## src/dpf_pkg.sv

```systemverilog
// ----------------------------------------------------------------------------
// dpf_pkg: shared types and constants for distinct_prime_factors
// Sequencer states, first trial candidates and the run length limit.
// ----------------------------------------------------------------------------
package dpf_pkg;

    localparam int COUNT_WIDTH = 4;
    localparam logic [COUNT_WIDTH-1:0] RUN_LIMIT = 4'd9;

    localparam int CAND_FIRST  = 2;
    localparam int CAND_SECOND = 3;
    localparam int CAND_STEP   = 2;

    typedef enum logic [5:0] {
        ST_IDLE  = 6'b000001,
        ST_DIV   = 6'b000010,
        ST_WAIT  = 6'b000100,
        ST_PUSH  = 6'b001000,
        ST_FINAL = 6'b010000,
        ST_LAST  = 6'b100000
    } dpf_state_t;

endpackage

```

## src/dpf_if.sv

```systemverilog
// ----------------------------------------------------------------------------
// dpf_if: valid/ready channels of distinct_prime_factors
// Number channel in, factor channel out; a transfer is valid and ready high.
// ----------------------------------------------------------------------------
interface dpf_num_if #(parameter int WIDTH = 31);
    logic             valid;
    logic             ready;
    logic [WIDTH-1:0] number;

    modport source (output valid, output number, input ready);
    modport sink   (input valid, input number, output ready);
endinterface

interface dpf_fac_if #(parameter int WIDTH = 31);
    logic             valid;
    logic             ready;
    logic [WIDTH-1:0] prime_factor;
    logic             factor_valid;
    logic             input_error;
    logic             last_factor;

    modport source (output valid, output prime_factor, output factor_valid,
                    output input_error, output last_factor, input ready);
    modport sink   (input valid, input prime_factor, input factor_valid,
                    input input_error, input last_factor, output ready);
endinterface

```

## src/dpf_divider.sv

```systemverilog
// ----------------------------------------------------------------------------
// dpf_divider: iterative restoring divider
// One quotient bit per cycle; done pulses with quotient and remainder.
// ----------------------------------------------------------------------------
module dpf_divider #(
    parameter int WIDTH = 31
) (
    input  logic             clk,
    input  logic             rst_n,
    input  logic             start,
    input  logic [WIDTH-1:0] dividend,
    input  logic [WIDTH-1:0] divisor,
    output logic             done,
    output logic [WIDTH-1:0] quotient,
    output logic [WIDTH-1:0] remainder
);

    localparam int CW = $clog2(WIDTH + 1);
    localparam logic [CW-1:0] STEPS = CW'(WIDTH);
    localparam logic [CW-1:0] ONE   = CW'(1);

    logic          busy_reg, busy_next;
    logic          done_reg, done_next;
    logic [CW-1:0] cnt_reg, cnt_next;
    logic [WIDTH-1:0] quo_reg, quo_next;
    logic [WIDTH:0]   rem_reg, rem_next;
    logic [WIDTH-1:0] div_reg, div_next;

    logic [WIDTH:0] shifted;
    logic [WIDTH:0] diff;
    logic           ge;

    assign shifted = {rem_reg[WIDTH-1:0], quo_reg[WIDTH-1]};
    assign diff    = shifted - {1'b0, div_reg};
    assign ge      = shifted >= {1'b0, div_reg};

    always_comb
    begin
        busy_next = busy_reg;
        done_next = 1'b0;
        cnt_next  = cnt_reg;
        quo_next  = quo_reg;
        rem_next  = rem_reg;
        div_next  = div_reg;
        if (start)
        begin
            busy_next = 1'b1;
            cnt_next  = STEPS;
            quo_next  = dividend;
            rem_next  = '0;
            div_next  = divisor;
        end
        else if (busy_reg)
        begin
            rem_next = ge ? diff : shifted;
            quo_next = {quo_reg[WIDTH-2:0], ge};
            cnt_next = cnt_reg - ONE;
            if (cnt_reg == ONE)
            begin
                busy_next = 1'b0;
                done_next = 1'b1;
            end
        end
    end

    always_ff @(posedge clk or negedge rst_n)
    begin
        if (!rst_n)
        begin
            busy_reg <= 1'b0;
            done_reg <= 1'b0;
            cnt_reg  <= '0;
        end
        else
        begin
            busy_reg <= busy_next;
            done_reg <= done_next;
            cnt_reg  <= cnt_next;
        end
    end

    always_ff @(posedge clk)
    begin
        quo_reg <= quo_next;
        rem_reg <= rem_next;
        div_reg <= div_next;
    end

    assign done      = done_reg;
    assign quotient  = quo_reg;
    assign remainder = rem_reg[WIDTH-1:0];

endmodule

```

## src/distinct_prime_factors.sv

```systemverilog
// An input n needs about sqrt(n)/2 trial divisions in the shared divider, plus
// one per removed factor; inputs 0 and 1 do not use the divider.
// Throughput: one input at a time; the number channel is ready only when idle.
// Reset: rst_n clears the sequencer, the output valid and the pending factor.
// ----------------------------------------------------------------------------
// distinct_prime_factors: trial division prime factorization
// Emits up to RUN_LIMIT distinct prime factors of each number, ascending.
// ----------------------------------------------------------------------------
module distinct_prime_factors
    import dpf_pkg::*;
#(
    parameter int NUMBER_WIDTH = 31
) (
    input  logic clk,
    input  logic rst_n,
    dpf_num_if.sink   num_ch,
    dpf_fac_if.source fac_ch
);

    localparam int W = NUMBER_WIDTH;
    localparam logic [W-1:0] C_FIRST  = W'(CAND_FIRST);
    localparam logic [W-1:0] C_SECOND = W'(CAND_SECOND);
    localparam logic [W-1:0] C_STEP   = W'(CAND_STEP);
    localparam logic [COUNT_WIDTH-1:0] CNT_ONE = COUNT_WIDTH'(1);

    typedef struct packed {
        logic [W-1:0] factor;
        logic         valid;
        logic         error;
    } result_t;

    typedef struct packed {
        result_t res;
        logic    last;
    } out_t;

    dpf_state_t state_reg, state_next;
    logic       strip_reg, strip_next;
    logic       pend_valid_reg, pend_valid_next;
    logic       out_valid_reg, out_valid_next;
    logic [COUNT_WIDTH-1:0] count_reg, count_next;
    logic [W-1:0] rest_reg, rest_next;
    logic [W-1:0] cand_reg, cand_next;
    result_t pend_reg, pend_next;
    out_t    out_reg, out_next;

    logic         slot_free;
    logic         div_start;
    logic         div_done;
    logic [W-1:0] quo;
    logic [W-1:0] rem;
    logic [W-1:0] cand_step;

    dpf_divider #(
        .WIDTH (W)
    ) u_divider (
        .clk       (clk),
        .rst_n     (rst_n),
        .start     (div_start),
        .dividend  (rest_reg),
        .divisor   (cand_reg),
        .done      (div_done),
        .quotient  (quo),
        .remainder (rem)
    );

    assign slot_free = !out_valid_reg || fac_ch.ready;
    assign div_start = (state_reg == ST_DIV);
    assign cand_step = (cand_reg == C_FIRST) ? C_SECOND : cand_reg + C_STEP;

    always_comb
    begin
        state_next      = state_reg;
        strip_next      = strip_reg;
        pend_valid_next = pend_valid_reg;
        count_next      = count_reg;
        rest_next       = rest_reg;
        cand_next       = cand_reg;
        pend_next       = pend_reg;
        out_next        = out_reg;
        out_valid_next  = out_valid_reg && !fac_ch.ready;
        case (state_reg)
            ST_IDLE:
            begin
                if (num_ch.valid)
                begin
                    if (num_ch.number[W-1:1] == '0)
                    begin
                        pend_next  = '{factor: '0, valid: 1'b0, error: !num_ch.number[0]};
                        state_next = ST_LAST;
                    end
                    else
                    begin
                        rest_next       = num_ch.number;
                        cand_next       = C_FIRST;
                        count_next      = '0;
                        strip_next      = 1'b0;
                        pend_valid_next = 1'b0;
                        state_next      = ST_DIV;
                    end
                end
            end
            ST_DIV:
            begin
                state_next = ST_WAIT;
            end
            ST_WAIT:
            begin
                if (div_done)
                begin
                    if (strip_reg)
                    begin
                        if (rem == '0)
                        begin
                            rest_next = quo;
                        end
                        else
                        begin
                            cand_next  = cand_step;
                            strip_next = 1'b0;
                        end
                        state_next = ST_DIV;
                    end
                    else if (count_reg == RUN_LIMIT || cand_reg > quo)
                    begin
                        state_next = ST_FINAL;
                    end
                    else if (rem == '0)
                    begin
                        rest_next  = quo;
                        count_next = count_reg + CNT_ONE;
                        state_next = ST_PUSH;
                    end
                    else
                    begin
                        cand_next  = cand_step;
                        state_next = ST_DIV;
                    end
                end
            end
            ST_PUSH:
            begin
                if (slot_free)
                begin
                    if (pend_valid_reg)
                    begin
                        out_next       = '{res: pend_reg, last: 1'b0};
                        out_valid_next = 1'b1;
                    end
                    pend_next       = '{factor: cand_reg, valid: 1'b1, error: 1'b0};
                    pend_valid_next = 1'b1;
                    strip_next      = 1'b1;
                    state_next      = ST_DIV;
                end
            end
            ST_FINAL:
            begin
                if (slot_free)
                begin
                    if ((rest_reg[W-1:1] != '0) && (count_reg != RUN_LIMIT))
                    begin
                        if (pend_valid_reg)
                        begin
                            out_next       = '{res: pend_reg, last: 1'b0};
                            out_valid_next = 1'b1;
                        end
                        pend_next       = '{factor: rest_reg, valid: 1'b1, error: 1'b0};
                        pend_valid_next = 1'b1;
                    end
                    state_next = ST_LAST;
                end
            end
            ST_LAST:
            begin
                if (slot_free)
                begin
                    out_next        = '{res: pend_reg, last: 1'b1};
                    out_valid_next  = 1'b1;
                    pend_valid_next = 1'b0;
                    state_next      = ST_IDLE;
                end
            end
            default:
            begin
                state_next = ST_IDLE;
            end
        endcase
    end

    always_ff @(posedge clk or negedge rst_n)
    begin
        if (!rst_n)
        begin
            state_reg      <= ST_IDLE;
            strip_reg      <= 1'b0;
            pend_valid_reg <= 1'b0;
            out_valid_reg  <= 1'b0;
            count_reg      <= '0;
        end
        else
        begin
            state_reg      <= state_next;
            strip_reg      <= strip_next;
            pend_valid_reg <= pend_valid_next;
            out_valid_reg  <= out_valid_next;
            count_reg      <= count_next;
        end
    end

    always_ff @(posedge clk)
    begin
        rest_reg <= rest_next;
        cand_reg <= cand_next;
        pend_reg <= pend_next;
        out_reg  <= out_next;
    end

    assign num_ch.ready        = (state_reg == ST_IDLE);
    assign fac_ch.valid        = out_valid_reg;
    assign fac_ch.prime_factor = out_reg.res.factor;
    assign fac_ch.factor_valid = out_reg.res.valid;
    assign fac_ch.input_error  = out_reg.res.error;
    assign fac_ch.last_factor  = out_reg.last;

endmodule
```

## src/flat_wrapper.sv

```systemverilog
// flat-port wrapper written by rule: the top's interface ports become plain ports
module distinct_prime_factors_flat import dpf_pkg::*;
#(
    parameter int NUMBER_WIDTH = 31
)
  (clk, rst_n, num_ch_valid, num_ch_number, num_ch_ready, fac_ch_valid, fac_ch_prime_factor, fac_ch_factor_valid, fac_ch_input_error, fac_ch_last_factor, fac_ch_ready);
  dpf_num_if num_ch_i ();
  dpf_fac_if fac_ch_i ();
  input  logic clk;
  input  logic rst_n;
  input wire logic [$bits(num_ch_i.valid)-1:0] num_ch_valid;
  input wire logic [$bits(num_ch_i.number)-1:0] num_ch_number;
  output wire logic [$bits(num_ch_i.ready)-1:0] num_ch_ready;
  output wire logic [$bits(fac_ch_i.valid)-1:0] fac_ch_valid;
  output wire logic [$bits(fac_ch_i.prime_factor)-1:0] fac_ch_prime_factor;
  output wire logic [$bits(fac_ch_i.factor_valid)-1:0] fac_ch_factor_valid;
  output wire logic [$bits(fac_ch_i.input_error)-1:0] fac_ch_input_error;
  output wire logic [$bits(fac_ch_i.last_factor)-1:0] fac_ch_last_factor;
  input wire logic [$bits(fac_ch_i.ready)-1:0] fac_ch_ready;
  assign num_ch_i.valid = num_ch_valid;
  assign num_ch_i.number = num_ch_number;
  assign num_ch_ready = num_ch_i.ready;
  assign fac_ch_valid = fac_ch_i.valid;
  assign fac_ch_prime_factor = fac_ch_i.prime_factor;
  assign fac_ch_factor_valid = fac_ch_i.factor_valid;
  assign fac_ch_input_error = fac_ch_i.input_error;
  assign fac_ch_last_factor = fac_ch_i.last_factor;
  assign fac_ch_i.ready = fac_ch_ready;
  distinct_prime_factors #(.NUMBER_WIDTH(NUMBER_WIDTH)) u_core (.clk(clk), .rst_n(rst_n), .num_ch(num_ch_i), .fac_ch(fac_ch_i));
endmodule
```

## config.mk

```make
export PLATFORM = sky130hd
export DESIGN_NAME = distinct_prime_factors_flat
export DESIGN_NICKNAME = d
export VERILOG_FILES = /design/src/dpf_pkg.sv /design/src/dpf_if.sv /design/src/dpf_divider.sv /design/src/distinct_prime_factors.sv /design/src/flat_wrapper.sv
export SDC_FILE = /design/constraint.sdc
export NUM_CORES = 1
export LEC_CHECK = 0
export BUFFER_PORTS_ARGS = -buffer_cell sky130_fd_sc_hd__buf_2
export CORE_MARGIN = 5
export CORE_UTILIZATION = 49
export CTS_CLUSTER_DIAMETER = 200
export DETAILED_ROUTE_END_ITERATION = 7
export PLACE_DENSITY = 0.7
export SLEW_MARGIN = 20
export SYNTH_ARGS = -nofsm -noshare
export SYNTH_HDL_FRONTEND = slang
export SYNTH_SLANG_ARGS = --single-unit
```

## constraint.sdc

```tcl
create_clock -name clk -period 5.38 [get_ports clk]
set_clock_uncertainty 0.1 [all_clocks]
set_input_delay 1.076 -clock clk [delete_from_list [all_inputs] [get_ports clk]]
set_output_delay 1.076 -clock clk [all_outputs]
set_load 0.01 [all_outputs]
```

# Word-level counts from Yosys, hierarchy flattened
# Index checks and enable logic that the tools add are counted.
classes:
  addsub: 4
  magnitude_cmp: 2
  n_eq_ne: 22
  mux: 72
  reduce_logical: 23
op_table:
  columns: ["operator", "n"]
  rows:
  - ["$mux W31", 16]
  - ["$mux W34", 5]
  - ["$mux W33", 5]
  - ["$pmux W31 S2", 2]
  - ["$pmux W34 S3", 1]
  - ["$pmux W33 S3", 1]
  - ["$mux W6", 8]
  - ["$pmux W6 S6", 1]
  - ["$ge A32 B31 Y1", 1]
  - ["$add A31 B2 Y31 const B", 1]
  - ["$eq A31 B2 Y1 const B", 1]
  - ["$gt A31 B31 Y1", 1]
  - ["$logic_not A31 Y1", 1]
  - ["$sub A31 B31 Y31", 1]
  - ["$logic_not A30 Y1", 1]
  - ["$reduce_bool A30 Y1", 1]
  - ["$mux W4", 7]
  - ["$mux W1", 20]
  - ["$reduce_and A5 Y1", 4]
  - ["$reduce_and A7 Y1", 2]
  - ["$ne A2 B1 Y1 const B", 6]
  - ["$mux W5", 2]
  - ["$ne A2 B2 Y1 const B", 5]
  - ["$reduce_bool A3 Y1", 3]
  - ["other kinds (21)", 27]
word_totals:
  reg_bits: 242
  in_bits: 35
  out_inout_bits: 36
  wordCells: 143

# Depth between registers and ports, before layout
# Gate-level depths: netlist of run 1.
logic_depth:
  word_depth: 7
  ltp_mapped: 12
  mapped_depth_nobuf: 11

# Modules after synthesis
# Synthesis of run 1 repeated with hierarchy kept, for this count alone.
hier_totals:
  hier_cells: 1254
  area_unflattened_um2: 13360.3
by_module_without_submodules:
  columns: ["module", "instances", "cells_per_inst", "area_per_inst_um2", "seq_area_each_um2"]
  rows:
  - ["distinct_prime_factors", 1, 673, 7507.2, 4200.3]
  - ["dpf_divider", 1, 581, 5853.1, 2657.5]

# Worst setup path after synthesis of run 1
# Ideal clock, no wire load.
synth_path:
  path_kind: "register -> register"
  start: "register u_core.cand_reg[24]"
  end: "register u_core.cand_reg[0] (enable)"
  setup_ps: 467
  arrival_time_ps: 4323
  t_required_ps: 4813
  setup_slack_ps: 490
  stages_incl_launch_ff: 9
  n_path_buf: 0
  synth_period_minus_slack_ps: 4890
  path_cell_list: "edfxtp_1 -> ha_1 -> nand4_1 -> nor4_1 -> nand2_1 -> a22oi_1 -> o21ai_1 -> o21ai_0 -> a21boi_0"
synth_between:
  elab_chain_cells: 4
synth_rtl:
  columns: ["item", "line", "rtl"]
  rows:
  - ["from (decl)", "distinct_prime_factors.sv:43", "logic [W-1:0] cand_reg, cand_next;"]
  - ["from (signal assigned)", "distinct_prime_factors.sv:213", "cand_reg <= cand_next;"]
  - ["$gt A31 B31 Y1", "distinct_prime_factors.sv:124", "else if (count_reg == RUN_LIMIT || cand_reg > quo)"]
  - ["$logic_or A1 B1 Y1", "distinct_prime_factors.sv:124", null]
  - ["$ne A3 B2 Y1 (no line)", null, null]
  - ["$reduce_and A5 Y1 (no line)", null, null]
# No other way between the ends.
# A chain may end at the register's enable or synchronous reset.

# Worst setup path in the final report of run 1
layout_path:
  start: "register u_core.cand_reg[24]"
  end: "register u_core.cand_reg[25] (enable)"
# The elaborated chain is that of the path after synthesis.

==> metrics.md, run 1 <==
| Metric | Value |
|---|---|
| Post-synth net total | `1337` |
| YS warnings | `0` |
| Cells after synthesis | `1234` |
| Post-cts resize count | `0` |
| CTS tree | `yes` |
| Drc violations | `0` |
| Synth cell types | `68` |
| CTS root buf | `clkbuf_16` |
| Crit path max fanout | `31` |
| GRT Residual Overflow | `0` |
| Die area | `29600 um^2` |
| I/O Buffers | `70` |
| Nets@finish | `1402` |
| Total CTS buffers | `26` |
| Row cnt | `59` |
| Commonest cells in the netlist | `edfxtp_1 (191), nand2_1 (133), nor2_1 (102), o21ai_0 (99), inv_1 (81)` |
| Worst-path clk slew | `0.07 ns` |
| Final Max Tran Viols | `0` |
| N_diodes | `0` |
| # setup viols final | `0` |
| Final Critical Period | `3.72 ns` |
| P&R area growth vs syn | `12.5%` |
| Critical Path AT | `3.78 ns` |
| Yosys top cell area share | `44.6%` |
| Crit path capture type | `register` |
| RSZ-0062 raised after global routing | `false` |
| Startpoint types | `register` |
| CP Cell Sequence | `ha_1 -> nand4_1 -> nor4_1 -> nand2_1 -> a22oi_1 -> o21ai_1 -> o21ai_0 -> a21boi_2 -> buf_4` |
| Slowest stage delay, CP | `0.51 ns` |
| DIE WIDTH | `172 um` |
| CP Class | `register to register` |
| Max FFs per register | `33` |
| Worst Path Required | `5.44 ns` |
| Core ar. | `25900 um^2` |
| Pre-Repair DR Iteration Count | `5` |
| Final wirelength | `32800 um` |
| Cell with the most instances after synthesis | `edfxtp_1` |
| Clock latency at the later pin of the worst-skew pair | `0.55 ns` |
| GP Congestion | `0.916` |
| Top cells by area, synth | `edfxtp_1 (45%), ha_1 (6.5%), dfxtp_1 (4.8%)` |
| Leakage power | `5.82 nW` |
| Post-synth EDFFs | `191` |
| Slowest CP cell | `edfxtp_1` |
| Routed via count | `9967` |
| Top_reg_cell synth | `edfxtp_1` |
| # Max-Cap Violations | `0` |
| Rel. slew slack | `29.1%` |
| Layout cell share with drive strength beyond 1 | `10.5%` |
| Final Hold Vio Count | `0` |
| First-pass GRT wire length | `51800 um` |
| Post-synth top area cell | `edfxtp_1` |
| Slew of the pin with the lowest slew margin | `1.06 ns` |
| Synth async-reset ratio | `8.26%` |
| Clock buffer depth | `3` |
| Die Span Y | `172 um` |
| Via-to-Cell Ratio | `6.03` |
| DRT iter0 DRCs | `924` |
| Largest net degree at the start of global routing | `93` |
| Initial antenna violation count | `2` |
| Number of hold buffers added after CTS | `0` |
| IO Count | `71` |
| CTS H-tree depth | `1` |
| IR drop worst, VDD | `0.000302 V` |
| Final hold slack | `0.374 ns` |
| Sequential area share after synthesis | `53.4%` |
| Hold Crit Class | `primary input to async pin` |
| Mapped Avg Cell Area | `10.4 um^2` |
| Dpl hpwl | `23200 um` |
| GRT Total Usage | `22.1%` |
| # Post-CTS Setup Buffers | `0` |
| Max Clk Rate | `0.269 GHz` |
| Setup TNS | `0 ns` |
| Post-Syn Area | `12900 um^2` |
| WL/cell | `19.8 um` |
| Register bit total from synthesis | `242` |
| CTS Sinks | `242` |
| Run status | `complete, no violations` |
| Fillers | `2217` |
| Final worst path period share | `69.1%` |
| Initial Util | `49.6%` |
| Post-DRT Antenna Nets | `0` |
| Cell Pwr Density | `580 nW/um^2` |
| Vias in the first global route | `9359` |
worst max-delay path: cells and delay by family, from the launching register on:
family / cells / cell delay [ns]
compound gates: 4 / 1.10
flops: 1 / 0.51
buf+inv: 1 / 0.42
fa+ha+maj: 1 / 0.36
simple gates: 3 / 0.82
worst paths after layout:
| kind | startpoint | slack [ns] | cells after the start | endpoint |
|---|---|---|---|---|
| setup / recovery | u_core.cand_reg[24] | 1.66 | 9 | u_core.cand_reg[25] |
| hold / removal | rst_n | 0.37 | 1 | u_core.count_reg[3] |
| max in group asynchronous | rst_n | 4.43 | 1 | u_core.u_divider.cnt_reg[1] |
| hold reg to reg | u_core.u_divider.rem_reg[7] | 0.42 | 2 | u_core.u_divider.rem_reg[7] |
| setup reg to reg | u_core.cand_reg[24] | 1.66 | 9 | u_core.cand_reg[25] |
| min in group clk | u_core.u_divider.rem_reg[7] | 0.42 | 2 | u_core.u_divider.rem_reg[7] |
stage by stage:
stage | std cells | setup slack, ns | instance area (um^2) | utilization (%) | total power (W)
4_1_cts | 1654 | 1.78 | 14500 | 55.8 | 0.00836
3_3_place_gp | 1606 | 1.88 | 13500 | 52.3 | 0.00635
5_1_grt | 1654 | 1.55 | 14500 | 55.8 | 0.00894
3_5_place_dp | 1606 | 1.81 | 13600 | 52.3 | 0.00645
2_1_floorplan | 1234 | 0.490 | 12900 | - | 0.00559
6_report | 1654 | 1.66 | 14500 | 55.8 | 0.00838
cell families (layout without fill, tap and decap cells):
group | Yosys count | count (layout) | share of synthesized area [%]
AND/OR/NAND/NOR | 431 | 431 | 16.5
adder cells (fa/ha/maj) | 68 | 68 | 6.68
XOR/XNOR | 56 | 56 | 3.82
AO/OA/AOI/OAI | 299 | 299 | 14.9
multiplexers | 11 | 11 | 0.886
buffers and inverters | 127 | 212 | 3.84
flip-flops | 242 | 242 | 53.4
cells in the final DEF (no fill, tap or decap), types with 8 or more instances in the layout:
| cell | count |
|---|---|
| edfxtp_1 | 191 |
| nand2_1 | 133 |
| nor2_1 | 100 |
| o21ai_0 | 99 |
| inv_1 | 80 |
| buf_2 | 70 |
| ha_1 | 67 |
| a21oi_1 | 66 |
| nor2b_1 | 39 |
| nor4_1 | 34 |
| xor2_1 | 34 |
| a22o_1 | 31 |
| dfxtp_1 | 31 |
| a21o_1 | 29 |
| nand4_1 | 28 |
| clkbuf_16 | 26 |
| xnor2_1 | 22 |
| dfrtp_1 | 19 |
| a211oi_1 | 18 |
| nor3_1 | 17 |
| and3_1 | 17 |
| nand3_1 | 15 |
| buf_4 | 13 |
| clkbuf_1 | 11 |
| nand3b_1 | 8 |
| and2_1 | 8 |
| mux2i_1 | 8 |
per-layer routing:
metal  global-route usage (%)  wire [um]
met1                     31.7      14300
met4                     5.74        767
met3                     4.21       2950
met2                     34.6      14800
met5                        0          0
report_power, final:
part           switching (W)  total [W]  internal (W)
Sequential          0.000455    0.00322       0.00277
Clock               0.000745    0.00189       0.00114
Combinational        0.00197    0.00327       0.00129
Total                0.00317    0.00838       0.00521
cell type report:
type / instances / area [um^2] / share of cell area (%)
Sequential cell: 242 / 6860 / 47.4
Clock inverter: 11 / 211 / 1.46
Inverter: 81 / 305 / 2.11
Timing Repair Buffer: 83 / 448 / 3.10
Tap cell: 335 / 419 / 2.90
Clock buffer: 37 / 692 / 4.79
Multi-Input combinational cell: 865 / 5520 / 38.2
Power figures use the tool's default switching activity.
==> run 2: changes to the inputs <==
- ABC_AREA: default -> 1
- PLACE_DENSITY: 0.7 -> 0.73
- clock period: 5.38 -> 3 ns (I/O delays scaled with it)
==> run 2 against run 1 <==
Sequential power grew 94%. Synthesized cell count grew 45%. Cell count rose by 40%. Wire length grew 27%. First-iteration DRC count is 44% higher. Synthesized area is 11% higher. Flip-flop and latch count is the same. Maximum frequency increased by 36%. Global-route usage grew 3.2 points. Clock power rose by 90%. Critical path depth up 4. Largest power group unchanged.
==> metrics.md, run 2 <==
| Metric | Value |
|---|---|
| Run status | `complete, no violations` |
| Most frequent cells in the layout | `nand2_1 (462), inv_1 (293), nor2_1 (211), edfxtp_1 (191), o21ai_0 (103)` |
| I/O Buffers | `70 (unchanged)` |
| Slowest CP cell | `edfxtp_1` |
| Core ar. | `28700 um^2 (+11%)` |
| Slew of the pin with the lowest slew margin | `0.910 ns (-0.150 ns)` |
| GRT Total Usage | `25.3% (+3.2 points)` |
| Tot Pwr | `0.0194 W (+130%)` |
| Hold Path Sink | `u_core.pend_reg[0]` |
| Post-synth net total | `1897 (+42%)` |
| Synth async-reset ratio | `8.26% (unchanged)` |
| Reg2reg setup slack | `0.27 ns (-1.39 ns)` |
| Post-synth EDFFs | `191 (unchanged)` |
| CTS root buf | `clkbuf_16` |
| Worst Path Required | `3.13 ns (-2.31 ns)` |
| # Max-Cap Violations | `0 (unchanged)` |
| Post-DRT Antenna Nets | `0 (unchanged)` |
| Max Clk Rate | `0.367 GHz (+36%)` |
| DIE WIDTH | `180 um (+4.9%)` |
| Rel. slew slack | `38.8% (+9.7 points)` |
| Hold depth | `2` |
| Die area | `32500 um^2 (+10%)` |
| Setup TNS | `0 ns (unchanged)` |
| CP Cell Sequence | `ha_1 -> nand2_1 -> inv_1 -> nand2_1 -> nor2_1 -> nor2b_1 -> nand4_1 -> nand2_1 -> nand2_1 -> nand2_1 -> nor2_1 -> nor2_2 -> buf_12` |
| Die Span Y | `180 um (+4.9%)` |
| Register bit total from synthesis | `242 (unchanged)` |
| GRT Residual Overflow | `0 (unchanged)` |
| Clock buffer depth | `3 (unchanged)` |
| Final Hold Vio Count | `0 (unchanged)` |
| DRT iter0 DRCs | `1331 (+44%)` |
| WL/cell | `18.1 um (-8.7%)` |
| N_diodes | `0 (unchanged)` |
| Total CTS buffers | `28 (+7.7%)` |
| Hold Path Origin | `num_ch_number[0]` |
| Yosys top cell area share | `40.3% (-4.3 points)` |
| Post-synth top area cell | `edfxtp_1` |
| Crit path max fanout | `31 (unchanged)` |
| Top_reg_cell synth | `edfxtp_1` |
| GP Congestion | `0.983 (+7.3%)` |
| Vias in the first global route | `11900 (+27%)` |
| P&R area growth vs syn | `14.8%` |
| IO Count | `71 (unchanged)` |
| Synth cell types | `48 (-29%)` |
| RSZ-0062 raised after global routing | `false` |
| R2r worst-path depth | `13 (+4)` |
| Drc violations | `0 (unchanged)` |
| Initial Util | `49.6% (about the same)` |
| Clock latency at the later pin of the worst-skew pair | `0.56 ns (about the same)` |
| Post-Syn Area | `14200 um^2 (+11%)` |
| Final wirelength | `41700 um (+27%)` |
| Cell Pwr Density | `1190 nW/um^2 (+110%)` |
| Top cell by count, worst path | `nand2_1` |
| Routed via count | `12600 (+26%)` |
| Final worst path period share | `90.9% (+22 points)` |
| # setup viols final | `0 (unchanged)` |
| Final hold slack | `0.242 ns (-0.132 ns)` |
| First-pass GRT wire length | `66500 um (+28%)` |
| IR drop worst, VDD | `0.000608 V (+100%)` |
| Startpoint types | `register` |
| Leakage power | `7.67 nW (+32%)` |
| Slowest stage delay, CP | `0.57 ns (+0.06 ns)` |
| YS warnings | `0 (unchanged)` |
| Layout cell share with drive strength beyond 1 | `9.98% (-0.56 points)` |
| Mapped Avg Cell Area | `7.93 um^2 (-24%)` |
| Nets@finish | `2005 (+43%)` |
| R2R Path End | `u_core.rest_reg[0]` |
| Hold Crit Class | `primary input to register` |
| Dpl hpwl | `31400 um (+36%)` |
| Commonest non-fill, non-tap cell in the layout | `nand2_1` |
| Pre-Repair DR Iteration Count | `6 (+1)` |
| Worst-path clk slew | `0.07 ns (about the same)` |
| Row cnt | `62 (+5.1%)` |
| Final Critical Period | `2.73 ns (-0.990 ns)` |
| RR Startpoint | `u_core.cand_reg[26]` |
| Top delay family on crit path | `simple AND/OR/NAND/NOR gates` |
| CTS tree | `yes` |
| CP bufs+invs | `2 (+1)` |
| Via-to-Cell Ratio | `5.44 (-9.7%)` |
| Commonest cells in the netlist | `nand2_1 (462), inv_1 (293), nor2_1 (215), edfxtp_1 (191), o21ai_0 (103)` |
| # Post-CTS Setup Buffers | `0 (unchanged)` |
| Top cells by area, synth | `edfxtp_1 (40%), nand2_1 (12%), inv_1 (7.7%)` |
| CTS Sinks | `242 (unchanged)` |
| CP Class | `register to register` |
| Crit path capture type | `register` |
| CTS H-tree depth | `1 (unchanged)` |
| Largest net degree at the start of global routing | `51 (-45%)` |
| Cells after synthesis | `1794 (+45%)` |
| Initial antenna violation count | `0 (-2)` |
| Max FFs per register | `33 (unchanged)` |
| Final Max Tran Viols | `0 (unchanged)` |
| Cell with the most instances after synthesis | `nand2_1` |
| Sequential area share after synthesis | `48.2% (-5.2 points)` |
| Critical Path AT | `2.85 ns (-0.93 ns)` |
==> run 2: changes by cell type after synthesis, sizes merged, moves of 14 or more <==
cell    delta
nor3      +20
nor2     +118
a211oi    -18
a21o      -26
nand3     +85
nand4     +26
xor2      -24
o22ai     +24
inv      +217
nand2    +332
nor2b     -38
nor4      -25
a22o      -31
and3      -14
==> run 2: what timing repair did <==
| item | 4_1_cts | 5_1_grt |
|---|---|---|
| hold endpoints to repair | 19 | 0 |
| resized for setup | 0 | 1 |
| hold buffers | 1 | 0 |
| endpoints found under the setup margin | 0 | 1 |
==> run 2: logic make-up (layout without fill, tap and decap cells) <==
| group | Yosys count | count (layout) | synth area share [%] |
|---|---|---|---|
| flip-flops | 242 | 242 | 48.2 |
| AND/OR/NAND/NOR | 896 | 896 | 26.7 |
| XOR/XNOR | 24 | 24 | 1.48 |
| buffers and inverters | 340 | 470 | 9.18 |
| AO/OA/AOI/OAI | 224 | 224 | 8.43 |
| adder cells (fa/ha/maj) | 68 | 68 | 6.03 |
==> run 2: worst max-delay path by stage <==
stage	start	endpoint	slack [ns]	cells after the start
finish	u_core.cand_reg[26]	u_core.rest_reg[0]	0.27	13
detailed placement	num_ch_number[28]	u_core.pend_reg[30]	-0.17	7
floorplan	u_core.cand_reg[28]	u_core.cand_reg[0]	-0.54	12
global placement	num_ch_number[24]	u_core.pend_reg[31]	-0.22	7
global route	u_core.u_divider.quotient[30]	u_core.u_divider.rem_reg[1]	0.08	16
CTS	u_core.u_divider.quotient[30]	u_core.u_divider.rem_reg[1]	0.27	16
==> run 2: worst reg2reg max path, stage by stage, from the launching register on <==
cell and delay, ns:
edfxtp_1 0.57, ha_1 0.38, nand2_1 0.06, inv_1 0.06, nand2_1 0.05, nor2_1 0.11, nor2b_1 0.18, nand4_1 0.11
nand2_1 0.12, nand2_1 0.09, nand2_1 0.10, nor2_1 0.08, nor2_2 0.13, buf_12 0.22
==> run 2: where the power goes <==
part           leakage (nW)  total (W)  switching, W  internal, W
Sequential             2.36    0.00625      0.000851      0.00540
Combinational          4.84    0.00956       0.00641      0.00314
Clock                 0.475    0.00360       0.00143      0.00217
Total                  7.67     0.0194       0.00870       0.0107
==> run 2: area by class of cell <==
type / instances / area (um^2)
clock buffer: 35 / 768
clock inverter: 17 / 208
fill: 2666 / 12400
inverter: 299 / 1120
multi-input combinational: 1212 / 6100
sequential: 242 / 6860
tap: 384 / 480
timing repair buffer: 119 / 800
==> run 2: routing by layer <==
layer | wire length, um | vias up | track usage (%)
met4 | 922 | 0 | 5.69
met1 | 18500 | 5811 | 36.9
met3 | 3780 | 65 | 3.88
li1 | - | 6116 | -
met5 | 0 | - | 0
met2 | 18500 | 565 | 40.1
==> run 2: metrics by stage <==
stage / std cells / utilization (%) / area, um^2 / setup WS [ns]
after CTS: 2308 / 56.9 / 16300 / 0.267
after detailed placement: 2255 / 53.5 / 15300 / -0.166
final: 2308 / 56.9 / 16300 / 0.274
after global routing: 2308 / 56.9 / 16300 / 0.0836
after floorplan: 1794 / - / 14200 / -0.537
after global placement: 2255 / 53.5 / 15300 / -0.225
